<file path="src/design/stl_pkg.sv">
// shared types, character codes and classifier functions for the script token lexer
`default_nettype none

package stl_pkg;

  // kinds of token on the result stream
  typedef enum logic [3:0] {
    K_CHAR   = 4'd0,
    K_EQ     = 4'd1,
    K_LE     = 4'd2,
    K_GE     = 4'd3,
    K_NE     = 4'd4,
    K_CONCAT = 4'd5,
    K_DOTS   = 4'd6,
    K_NUMBER = 4'd7,
    K_NAME   = 4'd8,
    K_STRING = 4'd9,
    K_END    = 4'd10,
    K_ERROR  = 4'd11
  } token_kind_e;

  localparam int unsigned LineOutBits = 16;

  // one result item
  typedef struct packed {
    logic                   last;
    logic [LineOutBits-1:0] line;
    logic [7:0]             chr;
    token_kind_e            kind;
  } result_t;

  localparam logic [7:0] ChLf     = 8'h0A;
  localparam logic [7:0] ChCr     = 8'h0D;
  localparam logic [7:0] ChMinus  = 8'h2D;
  localparam logic [7:0] ChPlus   = 8'h2B;
  localparam logic [7:0] ChLbrk   = 8'h5B;
  localparam logic [7:0] ChEq     = 8'h3D;
  localparam logic [7:0] ChLt     = 8'h3C;
  localparam logic [7:0] ChGt     = 8'h3E;
  localparam logic [7:0] ChTilde  = 8'h7E;
  localparam logic [7:0] ChDquote = 8'h22;
  localparam logic [7:0] ChSquote = 8'h27;
  localparam logic [7:0] ChDot    = 8'h2E;
  localparam logic [7:0] ChUscore = 8'h5F;
  localparam logic [7:0] ChUpperE = 8'h45;
  localparam logic [7:0] ChLowerE = 8'h65;

  function automatic logic is_digit(input logic [7:0] c);
    return (c inside {[8'h30:8'h39]});
  endfunction

  function automatic logic is_alpha(input logic [7:0] c);
    return (c inside {[8'h61:8'h7A], [8'h41:8'h5A]});
  endfunction

  function automatic logic is_word(input logic [7:0] c);
    return is_alpha(c) || is_digit(c) || (c == ChUscore);
  endfunction

  // blank, tab, vertical tab, form feed
  function automatic logic is_space(input logic [7:0] c);
    return (c inside {8'h20, 8'h09, 8'h0B, 8'h0C});
  endfunction

endpackage

`default_nettype wire

</file>
<file path="src/design/script_token_lexer.sv">
// top level of the script token lexer: byte-serial tokenizer with a result queue
`default_nettype none

// Byte-serial tokenizer for a small scripting language. Each input item is one source
// byte (tdata) or an end-of-input mark (tuser). The block recognizes == <= >= ~=, the
// dot forms . .. ..., numerals, names, a string-start token for a quote or a long
// bracket, single-character tokens, an error token for a malformed long bracket, and
// end of stream; it skips whitespace and -- comments and counts lines (a CR LF or LF CR
// pair is one line, the count saturates). An item yields zero, one or two tokens; the
// last token of an item carries tlast. Timing: the lexer state steps once for each taken
// item, from the registered state through one level of decode to the state registers.
// Tokens go into a four-entry result queue that drives the output port directly; the
// input is ready while the queue has room for two tokens, so an item is taken in every
// cycle as long as the downstream side drains one token per cycle. The output port
// moves at most one token per cycle, so items that give two tokens are paced by it.
module script_token_lexer
  import stl_pkg::*;
#(
  parameter int unsigned LINE_BITS  = 16,
  parameter int unsigned LEVEL_BITS = 8
) (
  input  wire logic        clk_i,
  input  wire logic        rst_ni,
  // input item stream
  input  wire logic        s_axis_tvalid,
  output logic             s_axis_tready,
  input  wire logic [7:0]  s_axis_tdata,   // [7:0] byte_value
  input  wire logic [0:0]  s_axis_tuser,   // [0] end_of_input
  // token stream
  output logic             m_axis_tvalid,
  input  wire logic        m_axis_tready,
  output logic [31:0]      m_axis_tdata,   // [3:0] token_kind, [11:4] char_code,
                                           // [27:12] line_number, [31:28] zero
  output logic             m_axis_tlast    // last_of_run
);

  // lexer modes
  typedef enum logic [3:0] {
    M_IDLE, M_NL_CR, M_NL_LF, M_MINUS, M_COMMENT, M_BRACKET, M_EQ, M_LT,
    M_GT, M_TILDE, M_DOT1, M_DOT2, M_NUM_INT, M_NUM_EXP, M_NUM_TAIL, M_NAME
  } lex_mode_e;

  localparam int unsigned QDepth = 4;
  localparam int unsigned QCntW  = $clog2(QDepth + 1);

  localparam logic [LINE_BITS-1:0]  LineMax  = {LINE_BITS{1'b1}};
  localparam logic [LEVEL_BITS-1:0] LevelMax = {LEVEL_BITS{1'b1}};

  lex_mode_e             mode_q, mode_d;
  logic [LEVEL_BITS-1:0] level_q, level_d;
  logic [LINE_BITS-1:0]  line_q, line_d;

  logic       in_fire;
  logic [7:0] c;
  logic       eoi;

  // held-back token of the current mode
  logic        fl_valid;
  token_kind_e fl_kind;
  logic [7:0]  fl_chr;

  // continuation of the current mode with this byte
  logic        ab_ok;
  lex_mode_e   ab_mode;
  logic [LEVEL_BITS-1:0] ab_level;
  logic        ab_emit;
  token_kind_e ab_kind;

  // fresh start from idle with this byte
  lex_mode_e   st_mode;
  logic        st_nl;
  logic        st_emit;
  token_kind_e st_kind;
  logic [7:0]  st_chr;

  // tokens of this item
  logic [1:0]  n_res;
  result_t     res0, res1;
  logic [LINE_BITS+LineOutBits-1:0] line_wide;

  // result queue, head always at entry zero
  result_t           q_q [QDepth];
  result_t           q_d [QDepth];
  logic [QCntW-1:0]  cnt_q, cnt_d, cnt_ap;
  logic              pop;

  assign c       = s_axis_tdata;
  assign eoi     = s_axis_tuser[0];
  assign in_fire = s_axis_tvalid && s_axis_tready;

  // room for two tokens decides readiness
  assign s_axis_tready = (cnt_q <= QCntW'(QDepth - 2));
  assign m_axis_tvalid = (cnt_q != '0);
  assign pop           = m_axis_tvalid && m_axis_tready;
  assign m_axis_tdata  = {4'b0, q_q[0].line, q_q[0].chr, q_q[0].kind};
  assign m_axis_tlast  = q_q[0].last;

  // flush: what the current mode still owes
  always_comb begin
    fl_valid = 1'b1;
    fl_kind  = K_CHAR;
    fl_chr   = '0;
    case (mode_q)
      M_MINUS:   fl_chr = ChMinus;
      M_BRACKET: begin
        if (level_q == '0) begin
          fl_chr = ChLbrk;
        end else begin
          fl_kind = K_ERROR;
        end
      end
      M_EQ:      fl_chr = ChEq;
      M_LT:      fl_chr = ChLt;
      M_GT:      fl_chr = ChGt;
      M_TILDE:   fl_chr = ChTilde;
      M_DOT1:    fl_chr = ChDot;
      M_DOT2:    fl_kind = K_CONCAT;
      M_NUM_INT, M_NUM_EXP, M_NUM_TAIL: fl_kind = K_NUMBER;
      M_NAME:    fl_kind = K_NAME;
      default:   fl_valid = 1'b0;
    endcase
  end

  // absorb: does the byte continue the current token or skip
  always_comb begin
    ab_ok    = 1'b0;
    ab_mode  = mode_q;
    ab_level = level_q;
    ab_emit  = 1'b0;
    ab_kind  = K_CHAR;
    case (mode_q)
      M_NL_CR: begin
        ab_ok   = (c == ChLf);
        ab_mode = M_IDLE;
      end
      M_NL_LF: begin
        ab_ok   = (c == ChCr);
        ab_mode = M_IDLE;
      end
      M_MINUS: begin
        if (c == ChMinus) begin
          ab_ok   = 1'b1;
          ab_mode = M_COMMENT;
        end
      end
      M_COMMENT: ab_ok = !(c == ChLf || c == ChCr);
      M_BRACKET: begin
        if (c == ChEq) begin
          ab_ok = 1'b1;
          if (level_q != LevelMax) begin
            ab_level = level_q + 1'b1;
          end
        end else if (c == ChLbrk) begin
          ab_ok    = 1'b1;
          ab_emit  = 1'b1;
          ab_kind  = K_STRING;
          ab_mode  = M_IDLE;
          ab_level = '0;
        end
      end
      M_EQ, M_LT, M_GT, M_TILDE: begin
        if (c == ChEq) begin
          ab_ok   = 1'b1;
          ab_emit = 1'b1;
          ab_mode = M_IDLE;
          case (mode_q)
            M_EQ:    ab_kind = K_EQ;
            M_LT:    ab_kind = K_LE;
            M_GT:    ab_kind = K_GE;
            default: ab_kind = K_NE;
          endcase
        end
      end
      M_DOT1: begin
        if (c == ChDot) begin
          ab_ok   = 1'b1;
          ab_mode = M_DOT2;
        end else if (is_digit(c)) begin
          ab_ok   = 1'b1;
          ab_mode = M_NUM_INT;
        end
      end
      M_DOT2: begin
        if (c == ChDot) begin
          ab_ok   = 1'b1;
          ab_emit = 1'b1;
          ab_kind = K_DOTS;
          ab_mode = M_IDLE;
        end
      end
      M_NUM_INT: begin
        if (is_digit(c) || c == ChDot) begin
          ab_ok = 1'b1;
        end else if (c == ChUpperE || c == ChLowerE) begin
          ab_ok   = 1'b1;
          ab_mode = M_NUM_EXP;
        end else if (is_word(c)) begin
          ab_ok   = 1'b1;
          ab_mode = M_NUM_TAIL;
        end
      end
      M_NUM_EXP: begin
        if (c == ChPlus || c == ChMinus || is_word(c)) begin
          ab_ok   = 1'b1;
          ab_mode = M_NUM_TAIL;
        end
      end
      M_NUM_TAIL, M_NAME: ab_ok = is_word(c);
      default: ab_ok = 1'b0;
    endcase
  end

  // start: classify the byte from idle
  always_comb begin
    st_mode = M_IDLE;
    st_nl   = 1'b0;
    st_emit = 1'b0;
    st_kind = K_CHAR;
    st_chr  = '0;
    if (c == ChLf) begin
      st_nl   = 1'b1;
      st_mode = M_NL_LF;
    end else if (c == ChCr) begin
      st_nl   = 1'b1;
      st_mode = M_NL_CR;
    end else if (c == ChMinus) begin
      st_mode = M_MINUS;
    end else if (c == ChLbrk) begin
      st_mode = M_BRACKET;
    end else if (c == ChEq) begin
      st_mode = M_EQ;
    end else if (c == ChLt) begin
      st_mode = M_LT;
    end else if (c == ChGt) begin
      st_mode = M_GT;
    end else if (c == ChTilde) begin
      st_mode = M_TILDE;
    end else if (c == ChDquote || c == ChSquote) begin
      st_emit = 1'b1;
      st_kind = K_STRING;
    end else if (c == ChDot) begin
      st_mode = M_DOT1;
    end else if (is_digit(c)) begin
      st_mode = M_NUM_INT;
    end else if (is_alpha(c) || c == ChUscore) begin
      st_mode = M_NAME;
    end else if (!is_space(c)) begin
      st_emit = 1'b1;
      st_chr  = c;
    end
  end

  // combine into next state and up to two tokens; all tokens carry the old line count
  always_comb begin
    mode_d    = mode_q;
    level_d   = level_q;
    line_d    = line_q;
    n_res     = 2'd0;
    line_wide = {{LineOutBits{1'b0}}, line_q};
    res0      = '{last: 1'b0, line: line_wide[LineOutBits-1:0], chr: '0, kind: K_CHAR};
    res1      = res0;
    if (in_fire) begin
      if (eoi) begin
        mode_d  = M_IDLE;
        level_d = '0;
        if (fl_valid) begin
          res0.kind = fl_kind;
          res0.chr  = fl_chr;
          res1.kind = K_END;
          res1.last = 1'b1;
          n_res     = 2'd2;
        end else begin
          res0.kind = K_END;
          res0.last = 1'b1;
          n_res     = 2'd1;
        end
      end else if (ab_ok) begin
        mode_d  = ab_mode;
        level_d = ab_level;
        if (ab_emit) begin
          res0.kind = ab_kind;
          res0.last = 1'b1;
          n_res     = 2'd1;
        end
      end else begin
        mode_d  = st_mode;
        level_d = '0;
        if (st_nl && line_q != LineMax) begin
          line_d = line_q + 1'b1;
        end
        if (fl_valid && st_emit) begin
          res0.kind = fl_kind;
          res0.chr  = fl_chr;
          res1.kind = st_kind;
          res1.chr  = st_chr;
          res1.last = 1'b1;
          n_res     = 2'd2;
        end else if (fl_valid) begin
          res0.kind = fl_kind;
          res0.chr  = fl_chr;
          res0.last = 1'b1;
          n_res     = 2'd1;
        end else if (st_emit) begin
          res0.kind = st_kind;
          res0.chr  = st_chr;
          res0.last = 1'b1;
          n_res     = 2'd1;
        end
      end
    end
  end

  // queue update: shift on pop, append new tokens behind what stays
  always_comb begin
    cnt_ap = cnt_q - QCntW'(pop);
    cnt_d  = cnt_ap + QCntW'(n_res);
    for (int i = 0; i < QDepth; i++) begin
      if (pop && i < QDepth - 1) begin
        q_d[i] = q_q[i+1];
      end else begin
        q_d[i] = q_q[i];
      end
      if (n_res != 2'd0 && QCntW'(i) == cnt_ap) begin
        q_d[i] = res0;
      end
      if (n_res == 2'd2 && QCntW'(i) == cnt_ap + 1'b1) begin
        q_d[i] = res1;
      end
    end
  end

  always_ff @(posedge clk_i or negedge rst_ni) begin
    if (!rst_ni) begin
      mode_q  <= M_IDLE;
      level_q <= '0;
      line_q  <= '0;
      cnt_q   <= '0;
    end else begin
      mode_q  <= mode_d;
      level_q <= level_d;
      line_q  <= line_d;
      cnt_q   <= cnt_d;
    end
  end

  // queue payload, no reset needed
  always_ff @(posedge clk_i) begin
    for (int i = 0; i < QDepth; i++) begin
      q_q[i] <= q_d[i];
    end
  end

endmodule

`default_nettype wire
</file>
<file path="config.mk">
export PLATFORM = sky130hd
export DESIGN_NAME = script_token_lexer
export DESIGN_NICKNAME = d
export VERILOG_FILES = /design/src/design/stl_pkg.sv /design/src/design/script_token_lexer.sv
export SDC_FILE = /design/constraint.sdc
export NUM_CORES = 1
export LEC_CHECK = 0
export BUFFER_PORTS_ARGS = -buffer_cell sky130_fd_sc_hd__buf_2
export CAP_MARGIN = 20
export CORE_MARGIN = 3
export CORE_UTILIZATION = 60
export DETAILED_ROUTE_END_ITERATION = 10
export HOLD_SLACK_MARGIN = 0.05
export PLACE_DENSITY_LB_ADDON = 0.12
export SYNTH_ARGS = -nofsm -noshare
export SYNTH_HDL_FRONTEND = slang
export SYNTH_SLANG_ARGS = --single-unit
</file>
<file path="constraint.sdc">
create_clock -name clk_i -period 5.74 [get_ports clk_i]
set_input_delay 0.574 -clock clk_i [delete_from_list [all_inputs] [get_ports clk_i]]
set_output_delay 0.574 -clock clk_i [all_outputs]
set_load 0.02 [all_outputs]
</file>
==> results of run 1 <==
[power breakdown]
part,switching (mW),leakage [nW],internal (mW)
sequential,0.158,1.55,1.57
clock,0.436,0.282,0.622
combinational,1.23,1.77,0.627
[worst max-delay path, delay by kind of cell]
kind                       cells  cell delay (ns)
AOI/OAI and AO/OA              5             1.26
adders and majority gates      1             0.26
and+or+nand+nor                4             1.60
muxes                          1             0.37
buffers and inverters          4             0.89
[metrics by stage]
step	util (%)	worst slack (ns)	hold WS, ns	instance area [µm²]	std cells
floorplan	-	0.898	0.278	8790	837
global placement	64.4	0.669	0.490	9080	1011
detailed placement	64.4	0.428	0.500	9080	1011
CTS	68.4	0.844	0.251	9640	1043
global route	68.5	0.601	0.263	9660	1044
finish	68.5	0.917	0.230	9660	1044
[cell type report]
class	instances	share of cell area (%)
Clock buffer	21	4.77
Clock inverter	11	1.05
Inverter	35	1.36
Multi-Input combinational cell	590	43.0
Sequential cell	147	43.7
Tap cell	180	2.33
Timing Repair Buffer	60	3.81
[synth_stat cells, drive strengths merged, types with 12 or more instances]
cell type,n
a21oi,28
a22oi,16
a31oi,25
and2,34
and3,12
buf,23
clkbuf,42
dfrtp,31
edfxtp,112
inv,35
mux2,50
nand2,53
nand3,31
nand4,22
nor2,38
nor3,25
o21ai,53
o22ai,13
or3,17
xnor2,15
[worst max-delay path by stage]
stage	startpoint	to	cells after the start
2_1_floorplan	s_axis_tdata[0]	q_q[0][0]	15
3_3_place_gp	s_axis_tdata[1]	q_q[3][6]	13
3_5_place_dp	s_axis_tdata[1]	q_q[3][9]	13
4_1_cts	s_axis_tdata[1]	q_q[3][5]	13
5_1_grt	s_axis_tdata[1]	q_q[2][22]	15
6_report	s_axis_tdata[1]	q_q[2][22]	15
[cell usage in the layout, fill, tap and decap left out, types with 5 or more instances in the layout]
cell | synthesis | final
a31oi_1 | 23 | 23
xor2_1 | 5 | 5
inv_1 | 34 | 34
nand3_1 | 31 | 31
o21ai_0 | 51 | 51
buf_2 | 13 | 43
mux2_1 | 9 | 9
buf_4 | 5 | 15
o22ai_1 | 13 | 13
and4_1 | 5 | 5
clkbuf_16 | 0 | 17
mux2_2 | 32 | 32
nor2_1 | 38 | 38
and2_1 | 34 | 34
a32oi_1 | 6 | 6
dfrtp_1 | 31 | 31
a21oi_1 | 28 | 27
nor3_1 | 25 | 25
o221ai_1 | 7 | 7
o31ai_1 | 9 | 9
nand4_1 | 22 | 22
nand2b_1 | 8 | 8
mux2_4 | 9 | 9
or3_1 | 17 | 17
xnor2_1 | 15 | 15
ha_1 | 8 | 8
nor2b_1 | 5 | 5
and3_1 | 12 | 12
nand2_1 | 53 | 53
edfxtp_1 | 112 | 112
o32a_1 | 10 | 10
a22oi_1 | 15 | 15
a221oi_1 | 5 | 5
[routing by layer]
| layer | share of wire (%) | up-vias |
|---|---|---|
| met3 | 7.7 | 55 |
| met1 | 42 | 3557 |
| met2 | 48 | 428 |
| li1 | - | 3241 |
| met4 | 2.6 | 0 |
| met5 | 0 | - |
[cells by family after synthesis]
logic type | Yosys count
and+or+nand+nor | 285
AOI/OAI and AO/OA | 221
DFF | 147
buffers and inverters | 100
muxes | 51
xor gates and xnor gates | 20
adders and majority gates | 9
other | 1
[sequential cells by signal, summed over array words and instances, names as in the netlist]
register	flops
q_q	116
line_q	16
level_q	8
mode_q	4
cnt_q	3
==> flow_metrics.env, run 1 <==
export IMPL_outcome="complete, no violations"
export IMPL_grt_use_met1_pct=41.5
export IMPL_port_buffers=43
export IMPL_postCtsHoldBufs=0
export IMPL_muxShareOfSynthArea_pct=6.91
export IMPL_area_growth_synth_to_final_pct=10.1
export IMPL_multiInputGateArea_um2=4150
export IMPL_p_total_mw=4.64
export IMPL_grt_pass1_wl_mm=37.7
export IMPL_start_util_pct=62.3
export IMPL_cp_slowest_cell="or4_1"
export IMPL_ys_async_sr_fraction_pct=21.1
export IMPL_wl_per_cell_um=22.8
export IMPL_synth_top_family_by_area="compound AO/OA/AOI/OAI gates"
export IMPL_critPathArrivalTime_ns=4.99
export IMPL_ys_seq_area_share_pct=48.1
export IMPL_tightestPinTransition_ns=0.974
export IMPL_crit_type="in2reg"
export IMPL_fp_dieW_um=127
export IMPL_synth_compound_area_share_pct=18.4
export IMPL_maxSlewViolCount=0
export IMPL_vias=7281
export IMPL_timing_final_crit_share_pct=84.0
export IMPL_critPathMaxStageDelay_ns=0.59
export IMPL_synthCells=834
export IMPL_synth_edf_count=112
export IMPL_totalNegativeSetupSlack_ns=0
export IMPL_finalWeightedCongestion=0.978
export IMPL_worst_endpoint_required_ns=5.91
export IMPL_syn_area_um2=8780
export IMPL_synth_simple_area_share_pct=18.3
export IMPL_die_h_um=127
export IMPL_busiest_layer="met2"
export IMPL_timing_rr_end="q_q[2][22]"
export IMPL_max_freq_ghz=0.207
export IMPL_synth_fa_ha_area_share_pct=1.37
export IMPL_grt_pass1_vias=6817
export IMPL_cts_resized=0
export IMPL_r2r_start="mode_q[3]"
export IMPL_r2r_cells=9
export IMPL_num_rows=43
export IMPL_vias_per_cell=6.97
export IMPL_gr_usage_met2_pct=47.1
export IMPL_postRouteAntennaNets=0
export IMPL_crit_path_max_fanout=38
export IMPL_setup_violations_final=0
export IMPL_coreArea_um2=14100
export IMPL_drtIter0Drc=893
export IMPL_grt_max_degree=41
export IMPL_numCtsBuffers=17
export IMPL_seqCellArea_um2=4220
export IMPL_synth_seq_cells=147
export IMPL_dp_hpwl_mm=16.6
export IMPL_critPathLaunchType="input port"
export IMPL_p_leak_nw=3.60
export IMPL_hp_class="in2async"
export IMPL_drive_above_1_share_pct=17.7
export IMPL_gr_usage_met3_pct=5.94
export IMPL_hold_violations=0
export IMPL_slew_headroom_pct=35.1
export IMPL_clockRootBuffer="clkbuf_16"
export IMPL_drv_cap=0
export IMPL_synth_xor_area_share_pct=2.00
export IMPL_worstPathCellList="buf_2 > or4_1 > o221ai_1 > nand4_1 > nor3_1 > ha_1 > inv_1 > a2111o_1 > nor4_2 > a21o_4 > a31oi_4 > buf_4 > o21ai_2 > buf_4 > mux2_2"
export IMPL_fillers=1042
export IMPL_finClkSkew_ns=0.0107
export IMPL_drc=0
export IMPL_num_antenna_cells=0
export IMPL_yosysWarnings=0
export IMPL_grt_usage_pct=29.8
export IMPL_die_area_um2=16100
export IMPL_cts_htree_levels=4
export IMPL_yosys_area_top_type_share_pct=38.3
export IMPL_nets=873
export IMPL_ff2ff_setup_slack_ns=1.19
export IMPL_avgSynthCellArea_um2=10.5
export IMPL_antenna_found_initial=0
export IMPL_critPathCaptureType="flop"
export IMPL_boundaryPins=48
export IMPL_clock_latency_ns=0.42
export IMPL_min_period_ns=4.82
export IMPL_crit_path_frequent_cell="buf_4"
export IMPL_synthTopCellsByArea="edfxtp_1 38%, dfrtp_1 8.8%, mux2_2 4.1%"
export IMPL_power_density_nw_per_um2=481
export IMPL_yosysTopAreaCell="edfxtp_1"
export IMPL_synth_distinct_cells=85
export IMPL_synthFlopType="edfxtp_1"
export IMPL_ctsLongestPathBuffers=2
export IMPL_numClockSinks=147
export IMPL_cts_tree="yes"
export IMPL_grt_overflow=0
export IMPL_path_clk_slew_ns=0.06
export IMPL_ir_drop_mv=0.289
export IMPL_rsz0062_at_grt="no"
export IMPL_wirelength_mm=23.8
export IMPL_postCtsSetupBuffers=0
export IMPL_firstDrtPassIters=6
Power figures use the tool's default switching activity.
==> inputs of run 2 (changes only) <==
- clock period: 5.74 -> 4.7 ns (I/O delays scaled with it)
==> run 2 against run 1 <==
Design area up 2.6%. Critical path type is now reg2reg. Worst hold slack worse by 0.13 ns. Via count up 4.2%. Sequential power up 21%. Clock power up 24%. Critical endpoint is now q_q[0][13]. Critical path depth down 3. Worst setup slack worse by 0.39 ns. Flip-flop and latch count unchanged. Clock-buffer cell count down 1.
==> flow_metrics.env, run 2 (synthesis results as in run 1) <==
export IMPL_path_clk_slew_ns=0.06
export IMPL_layout_commonest_cell="edfxtp_1"
export IMPL_grt_pass1_vias=7309
export IMPL_dp_hpwl_mm=17.4
export IMPL_placed_cells=1044
export IMPL_fp_dieW_um=127
export IMPL_crit_type="reg2reg"
export IMPL_rsz0062_at_grt="no"
export IMPL_tightestPinTransition_ns=0.856
export IMPL_vias=7589
export IMPL_clockRootBuffer="clkbuf_16"
export IMPL_largest_reg_flops=116
export IMPL_numCtsBuffers=17
export IMPL_finalWeightedCongestion=0.961
export IMPL_totalNegativeSetupSlack_ns=0
export IMPL_outcome="complete, no violations"
export IMPL_cts_htree_levels=4
export IMPL_cp_slowest_cell="a22oi_4"
export IMPL_cp_num_buf_inv=3
export IMPL_num_antenna_cells=0
export IMPL_p_leak_nw=3.75
export IMPL_worst_endpoint_required_ns=4.86
export IMPL_area_growth_synth_to_final_pct=12.9
export IMPL_top_regs="q_q: 116 flops, line_q: 16 flops, level_q: 8 flops"
export IMPL_slew_headroom_pct=42.5
export IMPL_die_area_um2=16100
export IMPL_num_rows=43
export IMPL_regMostFlops="q_q"
export IMPL_whs_ns=0.0974
export IMPL_numClockSinks=147
export IMPL_crit_family="simple AND/OR/NAND/NOR gates"
export IMPL_die_h_um=127
export IMPL_antenna_found_initial=0
export IMPL_postCtsSetupBuffers=0
export IMPL_coreArea_um2=14100
export IMPL_wl_per_cell_um=23.9
export IMPL_instances_no_fill=1076
export IMPL_grt_max_degree=41
export IMPL_layout_common_cells="112 x edfxtp_1, 52 x nand2_1, 51 x o21ai_0"
export IMPL_cts_tree="yes"
export IMPL_hp_class="in2async"
export IMPL_critPathLaunchType="flop"
export IMPL_post_dp_cell_area_um2=9340
export IMPL_drtIter0Drc=1089
export IMPL_critPathMaxStageDelay_ns=0.52
export IMPL_crit_path_max_fanout=12
export IMPL_critPathCaptureType="flop"
export IMPL_setup_violations_final=0
export IMPL_nets=905
export IMPL_post_route_cell_area_um2=9910
export IMPL_port_buffers=43
export IMPL_drc=0
export IMPL_min_period_ns=4.18
export IMPL_power_density_nw_per_um2=594
export IMPL_cts_resized=0
export IMPL_finClkSkew_ns=0.00874
export IMPL_grt_usage_pct=32.0
export IMPL_vias_per_cell=7.05
export IMPL_fillers=1009
export IMPL_grt_overflow=0
export IMPL_critPathArrivalTime_ns=4.34
export IMPL_clock_latency_ns=0.42
export IMPL_timing_final_crit_share_pct=88.8
export IMPL_crit_path_frequent_cell="ha_1"
export IMPL_grt_pass1_wl_mm=40.3
export IMPL_worstPathCellList="or3_1 > nand2_1 > inv_1 > ha_1 > ha_1 > xor2_1 > inv_1 > ha_1 > and2_1 > a22oi_4 > buf_4 > mux2_2"
export IMPL_drive_above_1_share_pct=20.5
export IMPL_hold_violations=0
export IMPL_postCtsHoldBufs=0
export IMPL_start_util_pct=62.3
export IMPL_firstDrtPassIters=6
export IMPL_max_freq_ghz=0.239
export IMPL_drv_cap=0
export IMPL_maxSlewViolCount=0
export IMPL_postRouteAntennaNets=0
export IMPL_p_total_mw=5.89
export IMPL_wirelength_mm=25.7
export IMPL_ctsLongestPathBuffers=2
export IMPL_place_worst_setup_slack_ns=0.216
export IMPL_boundaryPins=48
export IMPL_ir_drop_mv=0.337
export IMPL_finalWorstSetupSlack_ns=0.524
export IMPL_final_core_util_pct=70.3
run 2: path summary, 6_finish.rpt:
| kind | startpoint | slack, ns | end | cells after the start |
|---|---|---|---|---|
| max | cnt_q[2] | 0.52 | q_q[0][13] | 12 |
| min | rst_ni | 0.1 | level_q[1] | 1 |
| max reg2reg | cnt_q[2] | 0.52 | q_q[0][13] | 12 |
| min reg2reg | q_q[3][2] | 0.51 | q_q[3][2] | 2 |
| max in group asynchronous | rst_ni | 4.12 | line_q[5] | 1 |
| min in group clk_i | q_q[3][2] | 0.51 | q_q[3][2] | 2 |
run 2: layout make-up:
type,instances,area (µm²),share of cell area [%]
inverter,35,131,1.33
tap,180,225,2.27
multi-input combinational,590,4160,41.9
clock buffer,20,437,4.41
timing repair buffer,92,608,6.14
sequential,147,4220,42.6
clock inverter,12,133,1.34
run 2: power by group:
group / total, mW / internal (mW) / switching, mW
Sequential: 2.08 / 1.91 / 0.169
Combinational: 2.49 / 0.859 / 1.63
Clock: 1.31 / 0.783 / 0.531
run 2: metal layers:
layer  up-vias  track usage [%]  share of wire, %
met5         -                0                 0
li1       3310                -                 -
met2       503             52.2                48
met4         0             11.5               3.4
met3        97             6.32               9.1
met1      3679             42.8                39
==> inputs of run 3 (changes only) <==
- CORE_UTILIZATION: 60 -> 62
- CTS_CLUSTER_DIAMETER: default -> 80
==> run 3 against run 2 <==
Flip-flop and latch count is the same. Clock skew grew 0.0011 ns. Via count shrank 2.0%. Cell count shrank 0.37%. Sequential share of layout area shrank 0.075 points. Largest cell class unchanged. Worst hold slack gained 0.022 ns. Die area shrank 3.1%. Worst setup slack lost 0.041 ns. Total power shrank 0.45%.
==> flow_metrics.env, run 3 (synthesis results as in run 1) <==
export IMPL_regMostFlops="q_q"
export IMPL_finalWeightedCongestion=1.02
export IMPL_ir_drop_mv=0.313
export IMPL_layout_common_cells="112 x edfxtp_1, 52 x nand2_1, 51 x o21ai_0"
export IMPL_nets=905
export IMPL_outcome="complete, no violations"
export IMPL_max_freq_ghz=0.237
export IMPL_timing_final_crit_share_pct=89.7
export IMPL_setup_violations_final=0
export IMPL_hp_class="in2async"
export IMPL_worstPathCellList="buf_2 > or4_1 > o221ai_1 > nand4_1 > nor3_1 > ha_1 > inv_1 > a2111o_1 > nor4_2 > a21o_4 > a31oi_4 > o21ai_2 > mux2_2"
export IMPL_vias_per_cell=6.94
export IMPL_largest_reg_flops=116
export IMPL_p_total_mw=5.86
export IMPL_die_h_um=125
export IMPL_grt_pass1_wl_mm=38.3
export IMPL_grt_usage_pct=30.5
export IMPL_final_core_util_pct=73.2
export IMPL_rsz0062_at_grt="no"
export IMPL_path_clk_slew_ns=0.06
export IMPL_top_regs="q_q: 116 flops, line_q: 16 flops, level_q: 8 flops"
export IMPL_timing_rr_end="q_q[3][8]"
export IMPL_port_buffers=43
export IMPL_r2r_cells=13
export IMPL_drtIter0Drc=904
export IMPL_postCtsHoldBufs=0
export IMPL_grt_max_degree=41
export IMPL_slew_headroom_pct=27.5
export IMPL_antenna_found_initial=0
export IMPL_critPathMaxStageDelay_ns=0.84
export IMPL_worstSetupEndpoint="q_q[2][13]"
export IMPL_cts_tree="yes"
export IMPL_clockRootBuffer="clkbuf_16"
export IMPL_drc=0
export IMPL_drv_cap=0
export IMPL_ff2ff_setup_slack_ns=0.52
export IMPL_post_route_cell_area_um2=9930
export IMPL_crit_path_max_fanout=18
export IMPL_num_rows=42
export IMPL_critPathCaptureType="flop"
export IMPL_maxSlewViolCount=0
export IMPL_crit_type="in2reg"
export IMPL_grt_pass1_vias=7292
export IMPL_drive_above_1_share_pct=20.8
export IMPL_start_util_pct=64.7
export IMPL_postCtsSetupBuffers=0
export IMPL_cp_slowest_cell="o21ai_2"
export IMPL_totalNegativeSetupSlack_ns=0
export IMPL_vias=7436
export IMPL_clock_latency_ns=0.43
export IMPL_wirelength_mm=23.8
export IMPL_critPathLaunch="s_axis_tdata[3]"
export IMPL_num_antenna_cells=0
export IMPL_critPathLaunchType="input port"
export IMPL_dp_hpwl_mm=16.7
export IMPL_hold_violations=0
export IMPL_worst_endpoint_required_ns=4.88
export IMPL_critPathArrivalTime_ns=4.39
export IMPL_postRouteAntennaNets=0
export IMPL_place_worst_setup_slack_ns=0.0895
export IMPL_min_period_ns=4.22
export IMPL_wl_per_cell_um=22.2
export IMPL_power_density_nw_per_um2=590
export IMPL_coreArea_um2=13600
export IMPL_ctsLongestPathBuffers=2
export IMPL_fp_dieW_um=125
export IMPL_cts_htree_levels=4
export IMPL_p_leak_nw=3.77
export IMPL_finClkSkew_ns=0.00986
export IMPL_tightestPinTransition_ns=1.09
export IMPL_post_dp_cell_area_um2=9320
export IMPL_r2r_start="cnt_q[2]"
export IMPL_die_area_um2=15600
export IMPL_cts_resized=0
export IMPL_firstDrtPassIters=6
export IMPL_layout_commonest_cell="edfxtp_1"
export IMPL_boundaryPins=48
export IMPL_finalWorstSetupSlack_ns=0.483
export IMPL_numClockSinks=147
export IMPL_fillers=942
export IMPL_area_growth_synth_to_final_pct=13.1
export IMPL_grt_overflow=0
export IMPL_numCtsBuffers=17
## run 3: how the worst min path moves through the flow
stage,startpoint,to,slack [ns],cells after the start
3_3_place_gp,q_q[3][2],q_q[3][2],0.48,2
3_5_place_dp,q_q[3][2],q_q[3][2],0.50,2
2_1_floorplan,rst_ni,cnt_q[0],0.17,0
5_1_grt,rst_ni,line_q[13],0.15,1
4_1_cts,rst_ni,line_q[11],0.14,1
6_report,rst_ni,line_q[11],0.12,1
## run 3: area by class of cell
type / instances / area, µm² / share of cell area, %
clock inverter: 13 / 171 / 1.73
multi-input combinational: 590 / 4160 / 41.9
inverter: 35 / 131 / 1.32
timing repair buffer: 92 / 596 / 6.00
sequential: 147 / 4220 / 42.5
clock buffer: 19 / 433 / 4.36
tap: 176 / 220 / 2.22
## run 3: through the flow
| step | instances | hold slack (ns) |
|---|---|---|
| floorplan | 837 | 0.174 |
| global placement | 1040 | 0.483 |
| detailed placement | 1040 | 0.499 |
| CTS | 1072 | 0.144 |
| global route | 1072 | 0.145 |
| finish | 1072 | 0.119 |
## run 3: critical path: cells and delay by family
kind	cells	cell delay (ns)
AO/OA/AOI/OAI	5	1.83
buffers and inverters	2	0.26
multiplexers	1	0.42
adder cells (fa/ha/maj)	1	0.25
AND/OR/NAND/NOR	4	1.14
## run 3: layer usage
layer  vias to the layer above  track usage (%)  wire, µm
li1                       3306                -         -
met1                      3594             39.9      9530
met2                       444             50.1     11400
met3                        92             7.59      2050
met4                         0             10.7       775
met5                         -                0         0
## run 3: where the power goes
group          switching (mW)  internal, mW
logic                    1.52         0.843
clock network           0.566         0.846
registers               0.164          1.91
